[src/bcs_pkg.sv]
// Shared widths, register codes and helpers for the bilinear cover scaler.
// Used by every module of the block; depends on nothing.
package bcs_pkg;

  localparam int FRAC_BITS  = 16;
  localparam int SRC_PIXELS = 65536;
  localparam int ADDR_W     = $clog2(SRC_PIXELS);

  localparam int SW_W      = 13;
  localparam int DW_W      = 14;
  localparam int XY_W      = 13;
  localparam int IDX_W     = 16;
  localparam int CFG_W     = 24;
  localparam int CFG_IDX_W = 3;
  localparam int CH_W      = 8;
  localparam int PIX_W     = 3 * CH_W;
  localparam int OUT_W     = 4 * CH_W;
  localparam int POS_W     = 32;
  localparam int IP_W      = POS_W - FRAC_BITS;
  localparam int WGT_W     = FRAC_BITS + 1;

  localparam int PROD_W = SW_W + DW_W;
  localparam int DIV_W  = PROD_W + FRAC_BITS + 1;
  localparam int DVS_W  = DW_W + 1;
  localparam int CUBE_W = 3 * DW_W;
  localparam int RAMP_W = CUBE_W + CH_W;

  // Pipeline stage numbers
  localparam int ST_MEM      = 7;
  localparam int ST_DROP     = 8;
  localparam int ALPHA_Q_ST  = 5 + CH_W;
  localparam int LAST_ST     = ALPHA_Q_ST + 2;

  localparam logic [FRAC_BITS-1:0] FRAC_MASK = '1;
  localparam logic [WGT_W-1:0]     WGT_ONE   = {1'b1, {FRAC_BITS{1'b0}}};
  localparam logic [CH_W-1:0]      CH_MAX    = '1;
  localparam logic [CH_W-1:0]      OPAQUE    = '1;

  typedef enum logic [CFG_IDX_W-1:0] {
    REG_SRC_WIDTH,
    REG_SRC_HEIGHT,
    REG_DST_WIDTH,
    REG_DST_HEIGHT,
    REG_TINT_RGB,
    REG_BASE_ALPHA,
    REG_RAMP_ALPHA
  } cfg_reg_t;

  typedef struct packed {
    logic              busy;
    logic [POS_W-1:0]  step;
    logic [POS_W-1:0]  offx;
    logic [POS_W-1:0]  offy;
    logic [CUBE_W-1:0] dcube;
  } geom_t;

  // Exact x / 255 for x up to 255 * 255.
  function automatic logic [CH_W-1:0] div255(input logic [2*CH_W-1:0] x);
    logic [2*CH_W:0] t;
    t = {1'b0, x} + {{(CH_W+1){1'b0}}, x[2*CH_W-1:CH_W]} + 1'b1;
    return t[2*CH_W-1:CH_W];
  endfunction

endpackage

[src/bcs_alpha.sv]
// Row ramp pipeline: smoothstep numerator, then an 8-stage restoring divide
// by D cubed, one quotient bit per stage. Depends on bcs_pkg.
module bcs_alpha (
  input  logic                               clk,
  input  logic [bcs_pkg::ALPHA_Q_ST:2]       load,
  input  logic [bcs_pkg::XY_W-1:0]           oy,
  input  logic [bcs_pkg::DW_W-1:0]           dlast,
  input  logic [bcs_pkg::CUBE_W-1:0]         dcube,
  input  logic [bcs_pkg::CH_W-1:0]           ramp,
  output logic [bcs_pkg::CH_W-1:0]           quo
);

  localparam int QS = bcs_pkg::ALPHA_Q_ST - bcs_pkg::CH_W;

  logic [bcs_pkg::DW_W:0]            twice, over;
  logic [bcs_pkg::DW_W-1:0]          n_c, n2;
  logic [2*bcs_pkg::DW_W-1:0]        nsq;
  logic [bcs_pkg::DW_W+1:0]          tfac;
  logic [3*bcs_pkg::DW_W+1:0]        mp;
  logic [bcs_pkg::CUBE_W-1:0]        m4;
  logic [bcs_pkg::RAMP_W-1:0]        rp;
  logic [bcs_pkg::RAMP_W-1:0]        rem   [QS:bcs_pkg::ALPHA_Q_ST];
  logic [bcs_pkg::CH_W-1:0]          quo_r [QS:bcs_pkg::ALPHA_Q_ST];

  // n = clamp(2*oy - D, 0, D)
  always_comb begin
    twice = (bcs_pkg::DW_W+1)'(oy) << 1;
    over  = twice - {1'b0, dlast};
    if (twice > {1'b0, dlast}) begin
      if (over > {1'b0, dlast}) n_c = dlast;
      else n_c = over[bcs_pkg::DW_W-1:0];
    end else begin
      n_c = '0;
    end
  end

  assign mp = nsq * tfac;
  assign rp = ramp * m4;

  always_ff @(posedge clk) begin
    if (load[2]) n2 <= n_c;
    if (load[3]) begin
      nsq  <= n2 * n2;
      tfac <= ({2'b0, dlast} << 1) + {2'b0, dlast} - ({2'b0, n2} << 1);
    end
    if (load[4]) m4 <= mp[bcs_pkg::CUBE_W-1:0];
    if (load[QS]) begin
      rem[QS]   <= rp;
      quo_r[QS] <= '0;
    end
  end

  for (genvar i = 0; i < bcs_pkg::CH_W; i++) begin : g_div
    localparam int B = bcs_pkg::CH_W - 1 - i;
    logic [bcs_pkg::RAMP_W-1:0] msh;
    assign msh = bcs_pkg::RAMP_W'(dcube) << B;
    always_ff @(posedge clk) begin
      if (load[QS+1+i]) begin
        if (rem[QS+i] >= msh) begin
          rem[QS+1+i]   <= rem[QS+i] - msh;
          quo_r[QS+1+i] <= quo_r[QS+i] | (bcs_pkg::CH_W'(1) << B);
        end else begin
          rem[QS+1+i]   <= rem[QS+i];
          quo_r[QS+1+i] <= quo_r[QS+i];
        end
      end
    end
  end

  assign quo = quo_r[bcs_pkg::ALPHA_Q_ST];

endmodule

[config.mk]
export PLATFORM = sky130hd
export DESIGN_NAME = bcs_alpha
export DESIGN_NICKNAME = d
export VERILOG_FILES = /design/src/bcs_pkg.sv /design/src/bcs_alpha.sv
export SDC_FILE = /design/constraint.sdc
export NUM_CORES = 2
export LEC_CHECK = 0
export BUFFER_PORTS_ARGS = -buffer_cell sky130_fd_sc_hd__buf_2
export CORE_ASPECT_RATIO = 0.5
export CORE_MARGIN = 5
export CORE_UTILIZATION = 65
export DETAILED_ROUTE_END_ITERATION = 10
export GPL_TIMING_DRIVEN = 0
export PLACE_DENSITY_LB_ADDON = 0.2
export SYNTH_ARGS = -nofsm -noshare
export SYNTH_HDL_FRONTEND = slang
export SYNTH_SLANG_ARGS = --single-unit
[constraint.sdc]
create_clock -name clk -period 11.8 [get_ports clk]
set_input_delay 1.77 -clock clk [delete_from_list [all_inputs] [get_ports clk]]
set_output_delay 1.77 -clock clk [all_outputs]
set_load 0.01 [all_outputs]
* Word level (Yosys, flattened, before mapping)
Memory sizes are Yosys's and may differ from the RTL's.
Cells that the tools add are included.
** Storage, ports and cells
- Flip-flop bits (word level) :: 100
- Word-level logic and storage cells :: 113
- RAM bits :: 522
- Memories kept :: 2
- Output and inout bits :: 8
** Operators by class
- $lt $le $gt $ge :: 10
- Add/sub/neg operators :: 11
- $mul :: 3
- Muxes and demuxes :: 67
- Bitwise logic cells :: 16
** Memory list
- rem :: words 9, width 50, read ports 8, clocked after memory_dff 0, wr ports 9, line bcs_alpha.sv:22 : logic [bcs_pkg::RAMP_W-1:0] rem [QS:bcs_pkg::ALPHA_Q_ST];
- quo_r :: words 9, width 8, read ports 9, clocked after memory_dff 0, wr ports 9, line bcs_alpha.sv:23 : logic [bcs_pkg::CH_W-1:0] quo_r [QS:bcs_pkg::ALPHA_Q_ST];
** Operator list (number)
- $mux W50 :: 8
- $mux W8 :: 8
- $ge A50 B42 Y1 :: 1
- $ge A50 B43 Y1 :: 1
- $ge A50 B44 Y1 :: 1
- $ge A50 B45 Y1 :: 1
- $ge A50 B46 Y1 :: 1
- $ge A50 B47 Y1 :: 1
- $ge A50 B48 Y1 :: 1
- $ge A50 B49 Y1 :: 1
- $mul A8 B42 Y50 :: 1
- $mux W1 :: 50
- $sub A50 B42 Y50 :: 1
- $sub A50 B43 Y50 :: 1
- $sub A50 B44 Y50 :: 1
- $sub A50 B45 Y50 :: 1
- $sub A50 B46 Y50 :: 1
- $sub A50 B47 Y50 :: 1
- $sub A50 B48 Y50 :: 1
- $sub A50 B49 Y50 :: 1
- $mul A28 B16 Y42 :: 1
- $mul A14 B14 Y28 :: 1
- $add A15 B14 Y16 :: 1
- $or A1 B1 Y1 :: 16
- 5 further kinds :: 5

* Logic depth before layout (Yosys ltp)
An unclocked memory read counts as a cell.
- Depth after elaboration :: 6
- Mapped depth :: 27
- Gate-level depth less buffers :: 25

* Worst setup path before layout
Ideal clock, no wire load.
- Path type :: input-to-reg
- Start point :: input ramp[5] (netlist bit)
- End point :: register, netlist name rem[0][296]
- Required time :: 11.542 ns
- Setup time :: 0.258 ns
- Slack :: 4.834 ns
- Stages :: 20
- Arrival :: 6.709 ns
- Path buffers :: 2
- Cells stage by stage :: clkbuf_1 -> clkbuf_1 -> nand2_1 -> fa_1 -> fa_1 -> fa_1 -> fa_1 -> inv_1 -> ha_1 -> and2_1 -> nor3b_1 -> a2111oi_0 -> a21oi_1 -> a31o_2 -> a2111oi_2 -> o31ai_1 -> a31oi_1 -> o21bai_1 -> a21oi_1 -> xnor2_1
** RTL lines
- start: declaration :: line bcs_alpha.sv:9 : input logic [bcs_pkg::CH_W-1:0] ramp,

* Worst setup path in the final report
- Start point :: register tfac[3] (netlist bit)
- End point :: register m4[39] (netlist bit), data pin
** On the way
- Cells in the longest elaborated chain, start to end :: 1
** RTL lines
- start: declaration :: line bcs_alpha.sv:18 : logic [bcs_pkg::DW_W+1:0] tfac;
- start signal: assignment :: line bcs_alpha.sv:44 : tfac <= ({2'b0, dlast} << 1) + {2'b0, dlast} - ({2'b0, n2} << 1);
- $mul A28 B16 Y42 :: line bcs_alpha.sv:37 : assign mp = nsq * tfac;
- via mp (one bit) :: line bcs_alpha.sv:19 : logic [3*bcs_pkg::DW_W+1:0] mp;
- end signal: assignment :: line bcs_alpha.sv:46 : if (load[4]) m4 <= mp[bcs_pkg::CUBE_W-1:0];
- end: declaration :: line bcs_alpha.sv:20 : logic [bcs_pkg::CUBE_W-1:0] m4;
The timed path passes the listed nets, and every way through them passes these cells.
A chain may end at the register's enable or synchronous reset.

==> key figures <==
STA
  • Max-slew headroom: 16.8%
  • Slew @ Worst Pin: around 1.2 ns
  • Final Hold Fails: 0
  • Period utilisation layout: between 60% and 70%
  • Min Tclk post-route: around 8.1 ns
  • RSZ-0062 raised after global routing: false
  • Skew final: between 0.02 and 0.03 ns
  • F_max: ~0.12 GHz
  • Setup-failing EPs final: 0
  • Fin Setup TNS: 0 ns
  • Final Max Tran Viols: 0

Synthesis
  • Post-synthesis xor/xnor area fraction: roughly 5.5%
  • Mux cell area share after synthesis: around 1.3%
  • Synth Cell Area: between 60000 and 70000 um2
  • Count of cell types in the netlist: 94
  • Post-synthesis adder-cell area fraction: between 30 and 40%
  • Async set-reset flop share out of synthesis: 0%
  • Simple-gate share of the synthesized area: between 15 and 20%
  • Post-synth EDFFs: about 540
  • Sequential element share of the synthesized area: a little under a quarter
  • Cell count after synthesis: between 7000 and 8000
  • Largest family of logic cells by synthesized area: adder cells
  • Synth Area in Compound Gates: between 10% and 20%
  • Syn. warnings: 0
  • FF+latch count, synth: roughly 540
  • Mean Syn Cell Area: 9.35 um2
  • Ys flop type: edfxtp_1

Critical path
  • Reg2reg setup slack: between 3 and 4 ns
  • Required @ worst endpoint: around 12 ns
  • WP data arrival: between 8 and 9 ns
  • Element type at the critical path start: flip-flop
  • CP Max Fanout: 10
  • Worst Setup End Kind: flip-flop
  • WS Path Type: flip-flop to flip-flop

Run
  • Max-cap violations: 0

Clock tree
  • Cts hold-fix bufs: 0
  • Setup Buffers After CTS: 0
  • PostCTS Resize Cnt: 0
  • Htree depth: 2
  • CTS root buffer: clkbuf_16
  • Clock sink count: between 500 and 600
  • Clock Path Buffers: 3
  • Total CTS buffers: 56
  • TritonCTS clock tree: built
  • Worst skew pair latency: around 0.7 ns
  • Clk pin slew, worst setup/hold paths: approximately 0.07 ns

Worst hold path
  • Hold WC Path Type: flip-flop to flip-flop

Routing
  • Total number of vias: ~53000
  • Drt drc: 0
  • DR pass1 iterations: 6
  • Post-route ant nets: 0
  • Number of DRC markers in iteration 0: 3958
  • Routed wire length: about 170000 um
  • Vias/cell: just under 6
  • WL per Instance: just under 20 um

Die
  • Die W: about 470 um
  • Cell Rows: 83
  • Die height: approximately 240 um
  • Effective utilization at floorplan: between 60 and 70%
  • Core Box Area: 103000 um2
  • Io pins: 98
  • Area of the die: between 100000 and 150000 um2

Final layout
  • Area grow syn2layout: 6.32%
  • Layout cells sized above 1: about 4.8%
  • Fillers: roughly 8100
  • Diodes inserted: 0
  • Final Net Count: roughly 9000

Global routing
  • GRT overflow: 0
  • Gr usage total: between 30% and 40%
  • Vias in the first global route: between 50000 and 60000
  • Largest net degree at the start of global routing: slightly below 60
  • Global-route wire length before repair: 275000 um
  • Initial antenna violation count: 1

Status
  • Status: completed

Place
  • Post-DP HPWL: ~140000 um
  • I/O Buffers: 94
  • GPL Wtd Cong: just over 0.9
logic make-up (layout without fill, tap and decap cells):
kind of cell | count (synthesis) | in the layout
compound gates | 1566 | 1566
xor+xnor | 430 | 430
fa+ha+maj | 1374 | 1374
buf+inv | 1145 | 1349
flops | 535 | 535
mux | 80 | 80
other cells | 2 | 8
simple gates | 2130 | 2130
worst paths after layout:
| kind | from | to | cells past startpoint |
|---|---|---|---|
| setup / recovery | tfac[3]$_DFFE_PP_ | m4[39]$_DFFE_PP_ | 24 |
| hold / removal | quo_r[0][93]$_DFFE_PP_ | quo_r[0][101]$_DFFE_PP_ | 0 |
| setup reg to reg | tfac[3]$_DFFE_PP_ | m4[39]$_DFFE_PP_ | 24 |
| hold reg to reg | quo_r[0][93]$_DFFE_PP_ | quo_r[0][101]$_DFFE_PP_ | 0 |
state kept, by name, indices dropped and copies added, names as in the netlist:
name and count:
nsq 27, quo_r 36, tfac 16, m4 42
rem 400, n2 14
cells in the final DEF, fill, tap and decap left out, drive strengths merged, types with 12 or more instances in the layout:
master	instances
a21o	270
a211o	12
buf	155
o21a	54
a31oi	57
mux2	64
a221oi	13
o31ai	37
nand2	797
fa	733
inv	870
clkbuf	281
and2	385
or2	20
xor2	166
nand4	94
or3	12
nor4	20
nor3	59
clkinv	31
o21bai	59
ha	641
xnor2	264
nor2	427
o21ai	307
nand2b	55
a2111oi	15
o31a	13
a21boi	14
and3	50
edfxtp	535
nor2b	69
nand3	84
a211oi	38
o211ai	24
a21oi	559
mux2i	16
through the flow:
step                      utilization, %  cells  area [um2]  setup slack (ns)  hold WS (ns)
after global placement              68.1   8764       70200              3.47         0.401
after CTS                           70.0   8874       72200              3.69         0.417
after global routing                70.0   8874       72200              3.34         0.425
after detailed placement            68.2   8770       70300              3.38         0.405
after floorplan                        -   7268       68000              4.83         0.400
final                               70.0   8874       72200              3.72         0.414
layout make-up:
type                    count  area (um2)  area share, %
multi-input cells        5588       47500           65.7
well taps                1402        1750           2.43
clock buffers              59        1410           1.96
inverters                 868        3260           4.51
repair buffers            100         591          0.818
plain buffers             277        1160           1.61
flip-flops and latches    535       16100           22.2
clock inverters            45         502          0.695
worst max-delay path: stages (launching register included):
cell	delay, ns
edfxtp_1	0.33
clkbuf_1	0.52
clkbuf_1	0.53
nand2_1	0.16
fa_1	0.61
fa_1	0.47
fa_1	0.52
inv_1	0.05
fa_1	0.47
fa_1	0.55
inv_1	0.05
fa_1	0.53
inv_1	0.04
ha_1	0.37
a21oi_1	0.21
nand2_1	0.07
a211oi_1	0.32
nor3_1	0.19
nor2_1	0.15
o21ai_0	0.10
a21oi_1	0.26
o21ai_0	0.23
a311oi_1	0.66
o21ai_0	0.22
xor2_1	0.17
routing by layer:
| metal | global-route usage [%] | share of wire, % |
|---|---|---|
| met1 | 39.2 | 41 |
| met2 | 52.5 | 47 |
| met3 | 3.93 | 6.1 |
| met4 | 15.0 | 5.9 |
| met5 | 0 | 0 |
synthesized netlist by cell type, types with 15 or more instances:
cell | number | share of area (%)
inv_1 | 866 | 4.8
nand2_1 | 797 | 4.4
fa_1 | 733 | 22
ha_1 | 641 | 12
a21oi_1 | 555 | 4.1
edfxtp_1 | 535 | 24
nor2_1 | 427 | 2.4
and2_1 | 385 | 3.5
o21ai_0 | 279 | 2.1
a21o_1 | 270 | 3.0
xnor2_1 | 264 | 3.4
clkbuf_1 | 222 | 1.2
xor2_1 | 166 | 2.1
nand4_1 | 94 | 0.87
nand3_1 | 84 | 0.62
nor2b_1 | 69 | 0.64
o21bai_1 | 59 | 0.65
nor3_1 | 56 | 0.41
a31oi_1 | 55 | 0.51
nand2b_1 | 55 | 0.51
o21a_1 | 54 | 0.60
and3_1 | 50 | 0.46
mux2_2 | 42 | 0.70
a211oi_1 | 38 | 0.42
buf_2 | 34 | 0.25
o31ai_1 | 30 | 0.33
o21ai_1 | 25 | 0.18
o211ai_1 | 24 | 0.27
mux2_1 | 22 | 0.36
nor4_1 | 20 | 0.18
or2_2 | 18 | 0.17
mux2i_1 | 16 | 0.24
buf_4 | 15 | 0.17
Power is left out: the tool's default activity adds up to more than one toggle a clock period on the data nets, which glitch-free logic cannot reach.
