**src/bcs_pkg.sv**
```systemverilog
// Shared widths, register codes and helpers for the bilinear cover scaler.
// Used by every module of the block; depends on nothing.
package bcs_pkg;

  localparam int FRAC_BITS  = 16;
  localparam int SRC_PIXELS = 65536;
  localparam int ADDR_W     = $clog2(SRC_PIXELS);

  localparam int SW_W      = 13;
  localparam int DW_W      = 14;
  localparam int XY_W      = 13;
  localparam int IDX_W     = 16;
  localparam int CFG_W     = 24;
  localparam int CFG_IDX_W = 3;
  localparam int CH_W      = 8;
  localparam int PIX_W     = 3 * CH_W;
  localparam int OUT_W     = 4 * CH_W;
  localparam int POS_W     = 32;
  localparam int IP_W      = POS_W - FRAC_BITS;
  localparam int WGT_W     = FRAC_BITS + 1;

  localparam int PROD_W = SW_W + DW_W;
  localparam int DIV_W  = PROD_W + FRAC_BITS + 1;
  localparam int DVS_W  = DW_W + 1;
  localparam int CUBE_W = 3 * DW_W;
  localparam int RAMP_W = CUBE_W + CH_W;

  // Pipeline stage numbers
  localparam int ST_MEM      = 7;
  localparam int ST_DROP     = 8;
  localparam int ALPHA_Q_ST  = 5 + CH_W;
  localparam int LAST_ST     = ALPHA_Q_ST + 2;

  localparam logic [FRAC_BITS-1:0] FRAC_MASK = '1;
  localparam logic [WGT_W-1:0]     WGT_ONE   = {1'b1, {FRAC_BITS{1'b0}}};
  localparam logic [CH_W-1:0]      CH_MAX    = '1;
  localparam logic [CH_W-1:0]      OPAQUE    = '1;

  typedef enum logic [CFG_IDX_W-1:0] {
    REG_SRC_WIDTH,
    REG_SRC_HEIGHT,
    REG_DST_WIDTH,
    REG_DST_HEIGHT,
    REG_TINT_RGB,
    REG_BASE_ALPHA,
    REG_RAMP_ALPHA
  } cfg_reg_t;

  typedef struct packed {
    logic              busy;
    logic [POS_W-1:0]  step;
    logic [POS_W-1:0]  offx;
    logic [POS_W-1:0]  offy;
    logic [CUBE_W-1:0] dcube;
  } geom_t;

  // Exact x / 255 for x up to 255 * 255.
  function automatic logic [CH_W-1:0] div255(input logic [2*CH_W-1:0] x);
    logic [2*CH_W:0] t;
    t = {1'b0, x} + {{(CH_W+1){1'b0}}, x[2*CH_W-1:CH_W]} + 1'b1;
    return t[2*CH_W-1:CH_W];
  endfunction

endpackage

```
**src/bcs_div.sv**
```systemverilog
// Restoring divider, one quotient bit per cycle, for the geometry setup.
// Depends on bcs_pkg for widths.
module bcs_div (
  input  logic                       clk,
  input  logic                       rst,
  input  logic                       start,
  input  logic [bcs_pkg::DIV_W-1:0]  dividend,
  input  logic [bcs_pkg::DVS_W-1:0]  divisor,
  output logic                       done,
  output logic [bcs_pkg::DIV_W-1:0]  quotient
);

  localparam int CNT_W = $clog2(bcs_pkg::DIV_W + 1);

  logic                       busy;
  logic [CNT_W-1:0]           cnt;
  logic [bcs_pkg::DIV_W-1:0]  shreg;
  logic [bcs_pkg::DVS_W-1:0]  rem;
  logic [bcs_pkg::DVS_W-1:0]  dvs;
  logic [bcs_pkg::DVS_W:0]    rsh;
  logic [bcs_pkg::DVS_W-1:0]  rem_next;
  logic                       qbit;

  always_comb begin
    rsh = {rem, shreg[bcs_pkg::DIV_W-1]};
    if (rsh >= {1'b0, dvs}) begin
      qbit     = 1'b1;
      rem_next = bcs_pkg::DVS_W'(rsh - {1'b0, dvs});
    end else begin
      qbit     = 1'b0;
      rem_next = rsh[bcs_pkg::DVS_W-1:0];
    end
  end

  always_ff @(posedge clk) begin
    if (rst) begin
      busy <= 1'b0;
      done <= 1'b0;
      cnt  <= '0;
    end else begin
      done <= 1'b0;
      if (start) begin
        shreg <= dividend;
        dvs   <= divisor;
        rem   <= '0;
        cnt   <= CNT_W'(bcs_pkg::DIV_W);
        busy  <= 1'b1;
      end else if (busy) begin
        shreg <= {shreg[bcs_pkg::DIV_W-2:0], qbit};
        rem   <= rem_next;
        cnt   <= cnt - 1'b1;
        if (cnt == CNT_W'(1)) begin
          busy <= 1'b0;
          done <= 1'b1;
        end
      end
    end
  end

  assign quotient = shreg;

endmodule

```
**src/bcs_geom.sv**
```systemverilog
// Geometry setup: cover-fit step and centering offsets in Q16, and D cubed
// for the row ramp. Depends on bcs_pkg and bcs_div.
module bcs_geom (
  input  logic                      clk,
  input  logic                      rst,
  input  logic                      start,
  input  logic [bcs_pkg::SW_W-1:0]  sw,
  input  logic [bcs_pkg::SW_W-1:0]  sh,
  input  logic [bcs_pkg::DW_W-1:0]  dw,
  input  logic [bcs_pkg::DW_W-1:0]  dh,
  input  logic [bcs_pkg::DW_W-1:0]  dlast,
  output bcs_pkg::geom_t            geo
);

  typedef enum logic [2:0] {G_IDLE, G_MUL, G_SEL, G_PRD, G_STEP, G_OFFX, G_OFFY} gstate_t;

  gstate_t                       state;
  logic [bcs_pkg::PROD_W-1:0]    p1, p2, px, qx, py, qy;
  logic [bcs_pkg::SW_W-1:0]      num;
  logic [bcs_pkg::DW_W-1:0]      den;
  logic [2*bcs_pkg::DW_W-1:0]    dsq;
  logic [bcs_pkg::CUBE_W-1:0]    dcube;
  logic [bcs_pkg::DIV_W-1:0]     dvd;
  logic [bcs_pkg::DVS_W-1:0]     dvs;
  logic                          dstart;
  logic                          ddone;
  logic [bcs_pkg::DIV_W-1:0]     dq;
  logic [bcs_pkg::POS_W-1:0]     step, offx, offy;

  bcs_div u_div (
    .clk      (clk),
    .rst      (rst),
    .start    (dstart),
    .dividend (dvd),
    .divisor  (dvs),
    .done     (ddone),
    .quotient (dq)
  );

  always_ff @(posedge clk) begin
    if (rst) begin
      state  <= G_IDLE;
      dstart <= 1'b0;
      step   <= '0;
      offx   <= '0;
      offy   <= '0;
      dcube  <= '0;
    end else begin
      dstart <= 1'b0;
      unique case (state)
        G_IDLE: begin
          if (start) state <= G_MUL;
        end
        G_MUL: begin
          p1    <= dw * sh;
          p2    <= dh * sw;
          dsq   <= dlast * dlast;
          state <= G_SEL;
        end
        G_SEL: begin
          if (p1 > p2) begin
            num <= sw;
            den <= dw;
          end else begin
            num <= sh;
            den <= dh;
          end
          dcube <= dsq * dlast;
          state <= G_PRD;
        end
        G_PRD: begin
          px     <= sw * den;
          qx     <= dw * num;
          py     <= sh * den;
          qy     <= dh * num;
          dvd    <= (bcs_pkg::DIV_W'(num) << bcs_pkg::FRAC_BITS) +
                    bcs_pkg::DIV_W'(den >> 1);
          dvs    <= bcs_pkg::DVS_W'(den);
          dstart <= 1'b1;
          state  <= G_STEP;
        end
        G_STEP: begin
          if (ddone) begin
            step   <= dq[bcs_pkg::POS_W-1:0];
            dvd    <= (bcs_pkg::DIV_W'(px - qx) << bcs_pkg::FRAC_BITS) +
                      bcs_pkg::DIV_W'(den);
            dvs    <= {den, 1'b0};
            dstart <= 1'b1;
            state  <= G_OFFX;
          end
        end
        G_OFFX: begin
          if (ddone) begin
            offx   <= dq[bcs_pkg::POS_W-1:0];
            dvd    <= (bcs_pkg::DIV_W'(py - qy) << bcs_pkg::FRAC_BITS) +
                      bcs_pkg::DIV_W'(den);
            dvs    <= {den, 1'b0};
            dstart <= 1'b1;
            state  <= G_OFFY;
          end
        end
        G_OFFY: begin
          if (ddone) begin
            offy  <= dq[bcs_pkg::POS_W-1:0];
            state <= G_IDLE;
          end
        end
        default: state <= G_IDLE;
      endcase
    end
  end

  assign geo.busy  = (state != G_IDLE);
  assign geo.step  = step;
  assign geo.offx  = offx;
  assign geo.offy  = offy;
  assign geo.dcube = dcube;

endmodule

```
**config.mk**
```make
export PLATFORM = sky130hd
export DESIGN_NAME = bcs_geom
export DESIGN_NICKNAME = d
export VERILOG_FILES = /design/src/bcs_pkg.sv /design/src/bcs_div.sv /design/src/bcs_geom.sv
export SDC_FILE = /design/constraint.sdc
export NUM_CORES = 2
export LEC_CHECK = 0
export ABC_AREA = 1
export BUFFER_PORTS_ARGS = -buffer_cell sky130_fd_sc_hd__buf_2
export CAP_MARGIN = 20
export CORE_ASPECT_RATIO = 1.2
export CORE_MARGIN = 2
export CORE_UTILIZATION = 60
export DETAILED_ROUTE_END_ITERATION = 8
export GPL_ROUTABILITY_DRIVEN = 0
export GPL_TIMING_DRIVEN = 0
export PLACE_DENSITY = 0.77
export SYNTH_ARGS = -nofsm -noshare
export SYNTH_HDL_FRONTEND = slang
export SYNTH_SLANG_ARGS = --single-unit
```
**constraint.sdc**
```tcl
create_clock -name clk -period 14.8 [get_ports clk]
set_input_delay 0.74 -clock clk [delete_from_list [all_inputs] [get_ports clk]]
set_output_delay 0.74 -clock clk [all_outputs]
set_load 0.005 [all_outputs]
```
### Word-level counts from Yosys, hierarchy flattened

Cells that the tools add are included.
Widths: inputs -> output; s select.

* eq/ne operators: 12
* add/subtract/negate cells: 7
* bitwise logic cells: 2
* $lt $le $gt $ge: 2
* mux-type cells: 25
* reductions and logical operators: 19
* multipliers: 8

Operators with widths (count)
* $mux 44: 4
* $pmux 44 s3: 1
* $mul 14x13->27: 4
* $add 44x14->44: 2
* $sub 27x27->28: 2
* $mul 13x14->27: 2
* $mux 15: 3
* $mul 28x14->42: 1
* $add 29x13->30: 1
* $pmux 15 s2: 1
* $mul 14x14->28: 1
* $gt 27x27->1: 1
* $pmux 3 s7: 1
* $ge 16x15->1: 1
* $reduce_and 2->1: 8
* $sub 15x15->15: 1
* $mux 14: 1
* $mux 13: 1
* $mux 3: 4
* $mux 6: 2
* $eq 3x3->1 const B: 3
* $ne 2x1->1 const B: 4
* $reduce_and 4->1: 2
* $eq 3x2->1 const B: 2
* other kinds (13): 22

* bits of input ports: 71
* logic and storage cells: 99
* output and inout bits: 139
* register bits: 500

### Logic depth before layout (Yosys ltp)

* depth after elaboration: 4
* depth in mapped cells: 30

### By module

From an unflattened synthesis, not the netlist that was laid out.

* cell total of the unflattened synthesis: 9886
* area total of the unflattened synthesis: 77997.3 µm²

Modules (own cells, without submodules)
* bcs_geom: seq. area each 11040.6 µm², cells an instance 9362, area each 73476.7 µm², instances 1
* bcs_div: seq. area each 2382.3 µm², cells an instance 524, area each 4520.6 µm², instances 1

### Worst setup path after synthesis

OpenSTA, ideal clock, no wires.

* path kind: input to register
* start point: input port rst
* end point: register px[0] (netlist name) (enable)
* cell stages on the path: 3
* required time: 14.093 ns
* buffers on the path: 2
* data arrival time: 8.521 ns
* path slack: 5.572 ns
* library setup time: 0.707 ns
* cells stage by stage: clkbuf_1 clkbuf_1 nor3_1

* word-level cells in the longest chain between the ends: 2

RTL lines
* start, declared: line bcs_geom.sv:5 `input logic rst,`
* $not 1->1 (no source line)
* $reduce_and 2->1 (no source line)
* end signal, assigned: line bcs_geom.sv:72 `px <= sw * den;`
* end, declared: line bcs_geom.sv:18 `logic [bcs_pkg::PROD_W-1:0] p1, p2, px, qx, py, qy;`

Every way passes these cells.
A chain may end at the register's enable or synchronous reset.

### Final worst setup path

* start point: input port dlast[7] (netlist name)
* end point: register dsq[27] (netlist name) (data pin)

* word-level cells in the longest chain between the ends: 1

RTL lines
* start, declared: line bcs_geom.sv:11 `input logic [bcs_pkg::DW_W-1:0] dlast,`
* $mul 14x14->28: line bcs_geom.sv:57 `dsq <= dlast * dlast;`
* end signal, assigned: line bcs_geom.sv:57
* end, declared: line bcs_geom.sv:21 `logic [2*bcs_pkg::DW_W-1:0] dsq;`

Every way passes these cells.

==> results by group <==
Clocking
  – Post_cts resized: 0
  – Clock Sinks: around 500
  – Post-CTS Setup Inserts: 0
  – CTS tree: done
  – Hold Buf Count CTS: 0
  – Worst skew pair latency: about 0.70 ns
  – Clock root buffer: clkbuf_16
  – Reg clk slew, reported paths: about 0.07 ns
  – CTS buffer count: 53
  – Clock Tree Buf Depth: 3
  – CTS H-tree depth: 2

Layout
  – Synth-to-layout area growth: 6.57%
  – Fin nets: 12049
  – Layout cells sized above 1: 0.0325
  – Most common cell after layout, fill and taps aside: nand2_1
  – Most frequent cells in the layout: nand2_1, inv_1, fa_1

GRT
  – Largest net degree at the start of global routing: 33
  – Vias in the first global route: ~71000
  – Total track usage: 0.381
  – Grt ovf: 0
  – Initial antenna violation count: 13
  – First-pass GRT wire length: between 300000 and 400000 µm

Routing
  – Initial DRC Count: slightly above 7000
  – Final wirelength: between 200000 and 250000 µm
  – WL/cell: roughly 21 µm
  – DRT antenna net count: 0
  – First-pass DRT Iterations: 9
  – Number of vias per cell: roughly 5.7
  – Via count: 67631
  – DRC: 0

Worst hold path
  – Min-delay worst type: primary input to flip-flop

Yosys
  – Ys async rst share: 0
  – #FFs+latches synth: a little under 500
  – Ys Warns: 0
  – Ys flop type: edfxtp_1
  – Mean area per synthesized cell: approximately 8 µm²
  – Number of cells produced by synthesis: between 9000 and 10000
  – Post-Syn Area: just under 80000 µm²
  – Yosys cell types: between 40 and 50
  – EDFF count, synth: between 300 and 400
  – Share of the yosys chip area belonging to registers: 0.173

STA
  – Max Freq: 0.136 GHz
  – Relative slew margins: 0.135
  – Max Slew Vio Count: 0
  – RSZ-0062 raised after global routing: no
  – Final Setup Violations: 0
  – Minimum clock period: 7.35 ns
  – Count of final hold-check violations: 0
  – Worst-margin pin slew: about 1.3 ns
  – Fin Setup TNS: 0 ns
  – Fin crit share: 0.497
  – Worst Skew: roughly 0.033 ns

Setup path
  – Worst EP arrival: 7.86 ns
  – Worst Path Max Fanout: 11
  – Type of origin of the critical path: primary input
  – Worst path required time: ~15 ns
  – Worst Setup End Kind: flip-flop
  – CP Class: primary input to flip-flop

Placed design
  – HPWL Detailed: 202000 µm
  – I/O Buffers: about 150

Status
  – Status: complete, no violations

Die
  – Die height: a little under 400 µm
  – Effective utilization at floorplan: 0.605
  – Row cnt: 144
  – Die boundary width: approximately 330 µm
  – I/O pin count: between 200 and 250
  – Core area: approximately 130000 µm²
  – Die area: 132000 µm²

Job
  – Max-capacitance violation count: 0
==> metrics by stage <==
step	instance area (µm²)	instances	util	worst slack, ns	hold slack [ns]
final	82700	11770	0.645	7.45	0.319
after global routing	82700	11764	0.644	7.33	0.335
after CTS	82600	11756	0.644	7.79	0.307
after detailed placement	80800	11658	0.630	7.10	0.405
after global placement	80400	11633	0.627	2.38	0.402
after floorplan	77600	9806	-	5.57	0.400
==> layer usage <==
metal | vias up | part of all wire | global-route usage
met5 | - | 0.00047 | 0
li1 | 29793 | - | -
met4 | 18 | 0.11 | 0.328
met1 | 32006 | 0.33 | 0.420
met3 | 1444 | 0.11 | 0.0871
met2 | 4370 | 0.46 | 0.625
==> state kept, by name, summed over array words and instances, names as in the netlist, 32 cells and up <==
name / count
u_div.quotient: 44
dcube: 42
dvd: 42
offx: 32
offy: 32
step: 32
==> cells in the mapped netlist, types with 3 or more instances <==
cell | count | area share
nand2_1 | 2664 | 0.13
inv_1 | 2360 | 0.11
fa_1 | 1215 | 0.31
ha_1 | 722 | 0.12
nor2_1 | 458 | 0.022
a21oi_1 | 404 | 0.026
edfxtp_1 | 347 | 0.13
clkbuf_1 | 333 | 0.016
nand3_1 | 305 | 0.020
o21ai_0 | 238 | 0.015
dfxtp_1 | 150 | 0.039
xor2_1 | 132 | 0.015
xnor2_1 | 74 | 0.0084
nor3_1 | 65 | 0.0042
nand4_1 | 53 | 0.0043
buf_1 | 51 | 0.0025
o21bai_1 | 27 | 0.0026
buf_2 | 23 | 0.0015
a21o_1 | 21 | 0.0020
nor4_1 | 15 | 0.0012
o21ai_1 | 14 | 0.00090
a21boi_0 | 13 | 0.0013
nand3b_1 | 13 | 0.0013
o211ai_1 | 13 | 0.0013
a31oi_1 | 12 | 0.00097
or2_2 | 11 | 0.00089
o21a_1 | 10 | 0.00097
inv_2 | 8 | 0.00039
o31ai_1 | 7 | 0.00068
a211oi_1 | 5 | 0.00048
and3_1 | 5 | 0.00040
a21boi_1 | 4 | 0.00039
buf_6 | 4 | 0.00058
a21oi_2 | 3 | 0.00034
o221ai_1 | 3 | 0.00034
==> path summary, 6_finish.rpt <==
kind                               start       endpoint  slack [ns]  depth (start not counted)
worst max-delay path            dlast[7]        dsq[27]        7.45                         21
worst min-delay path            dlast[0]         dsq[0]        0.32                          1
worst max register to register    num[7]         qx[21]        7.55                         18
worst min register to register   dvs[14]  u_div.dvs[14]        0.42                          0
==> area by class of cell <==
| cell class | count | area, µm² |
|---|---|---|
| diodes | 7 | 17.5 |
| plain buffers | 413 | 1620 |
| clock buffers | 74 | 1470 |
| clock inverters | 24 | 308 |
| fillers | 10830 | 45600 |
| inverters | 2368 | 8890 |
| multi-input cells | 6528 | 53700 |
| flip-flops and latches | 497 | 13400 |
| well taps | 1679 | 2100 |
| repair buffers | 180 | 1140 |
==> cells by family (layout without fill, tap and decap cells) <==
kind of cell,count (synthesis),after routing,share of synthesized area
compound gates,777,777,0.0540
xor+xnor,206,206,0.0233
simple gates,3600,3600,0.184
fa+ha+maj,1937,1937,0.430
other cells,2,15,0.0000968
buf+inv,2781,3059,0.135
flops,497,497,0.173
==> critical path, cell delays in order <==
cell and delay (ns):
buf_2 0.19, clkbuf_1 0.95, buf_1 0.71, nand2_1 0.24
fa_1 0.56, inv_1 0.05, fa_1 0.50, inv_1 0.06
fa_1 0.50, inv_1 0.06, fa_1 0.56, fa_1 0.44
fa_1 0.48, ha_1 0.37, nand2_1 0.15, nor2_1 0.18
nand4_1 0.10, o211ai_1 0.46, nand2_1 0.11, nand2_1 0.16
xor2_1 0.26
Power is left out: the tool's default activity adds up to more than one toggle a clock period on the data nets, which glitch-free logic cannot reach.
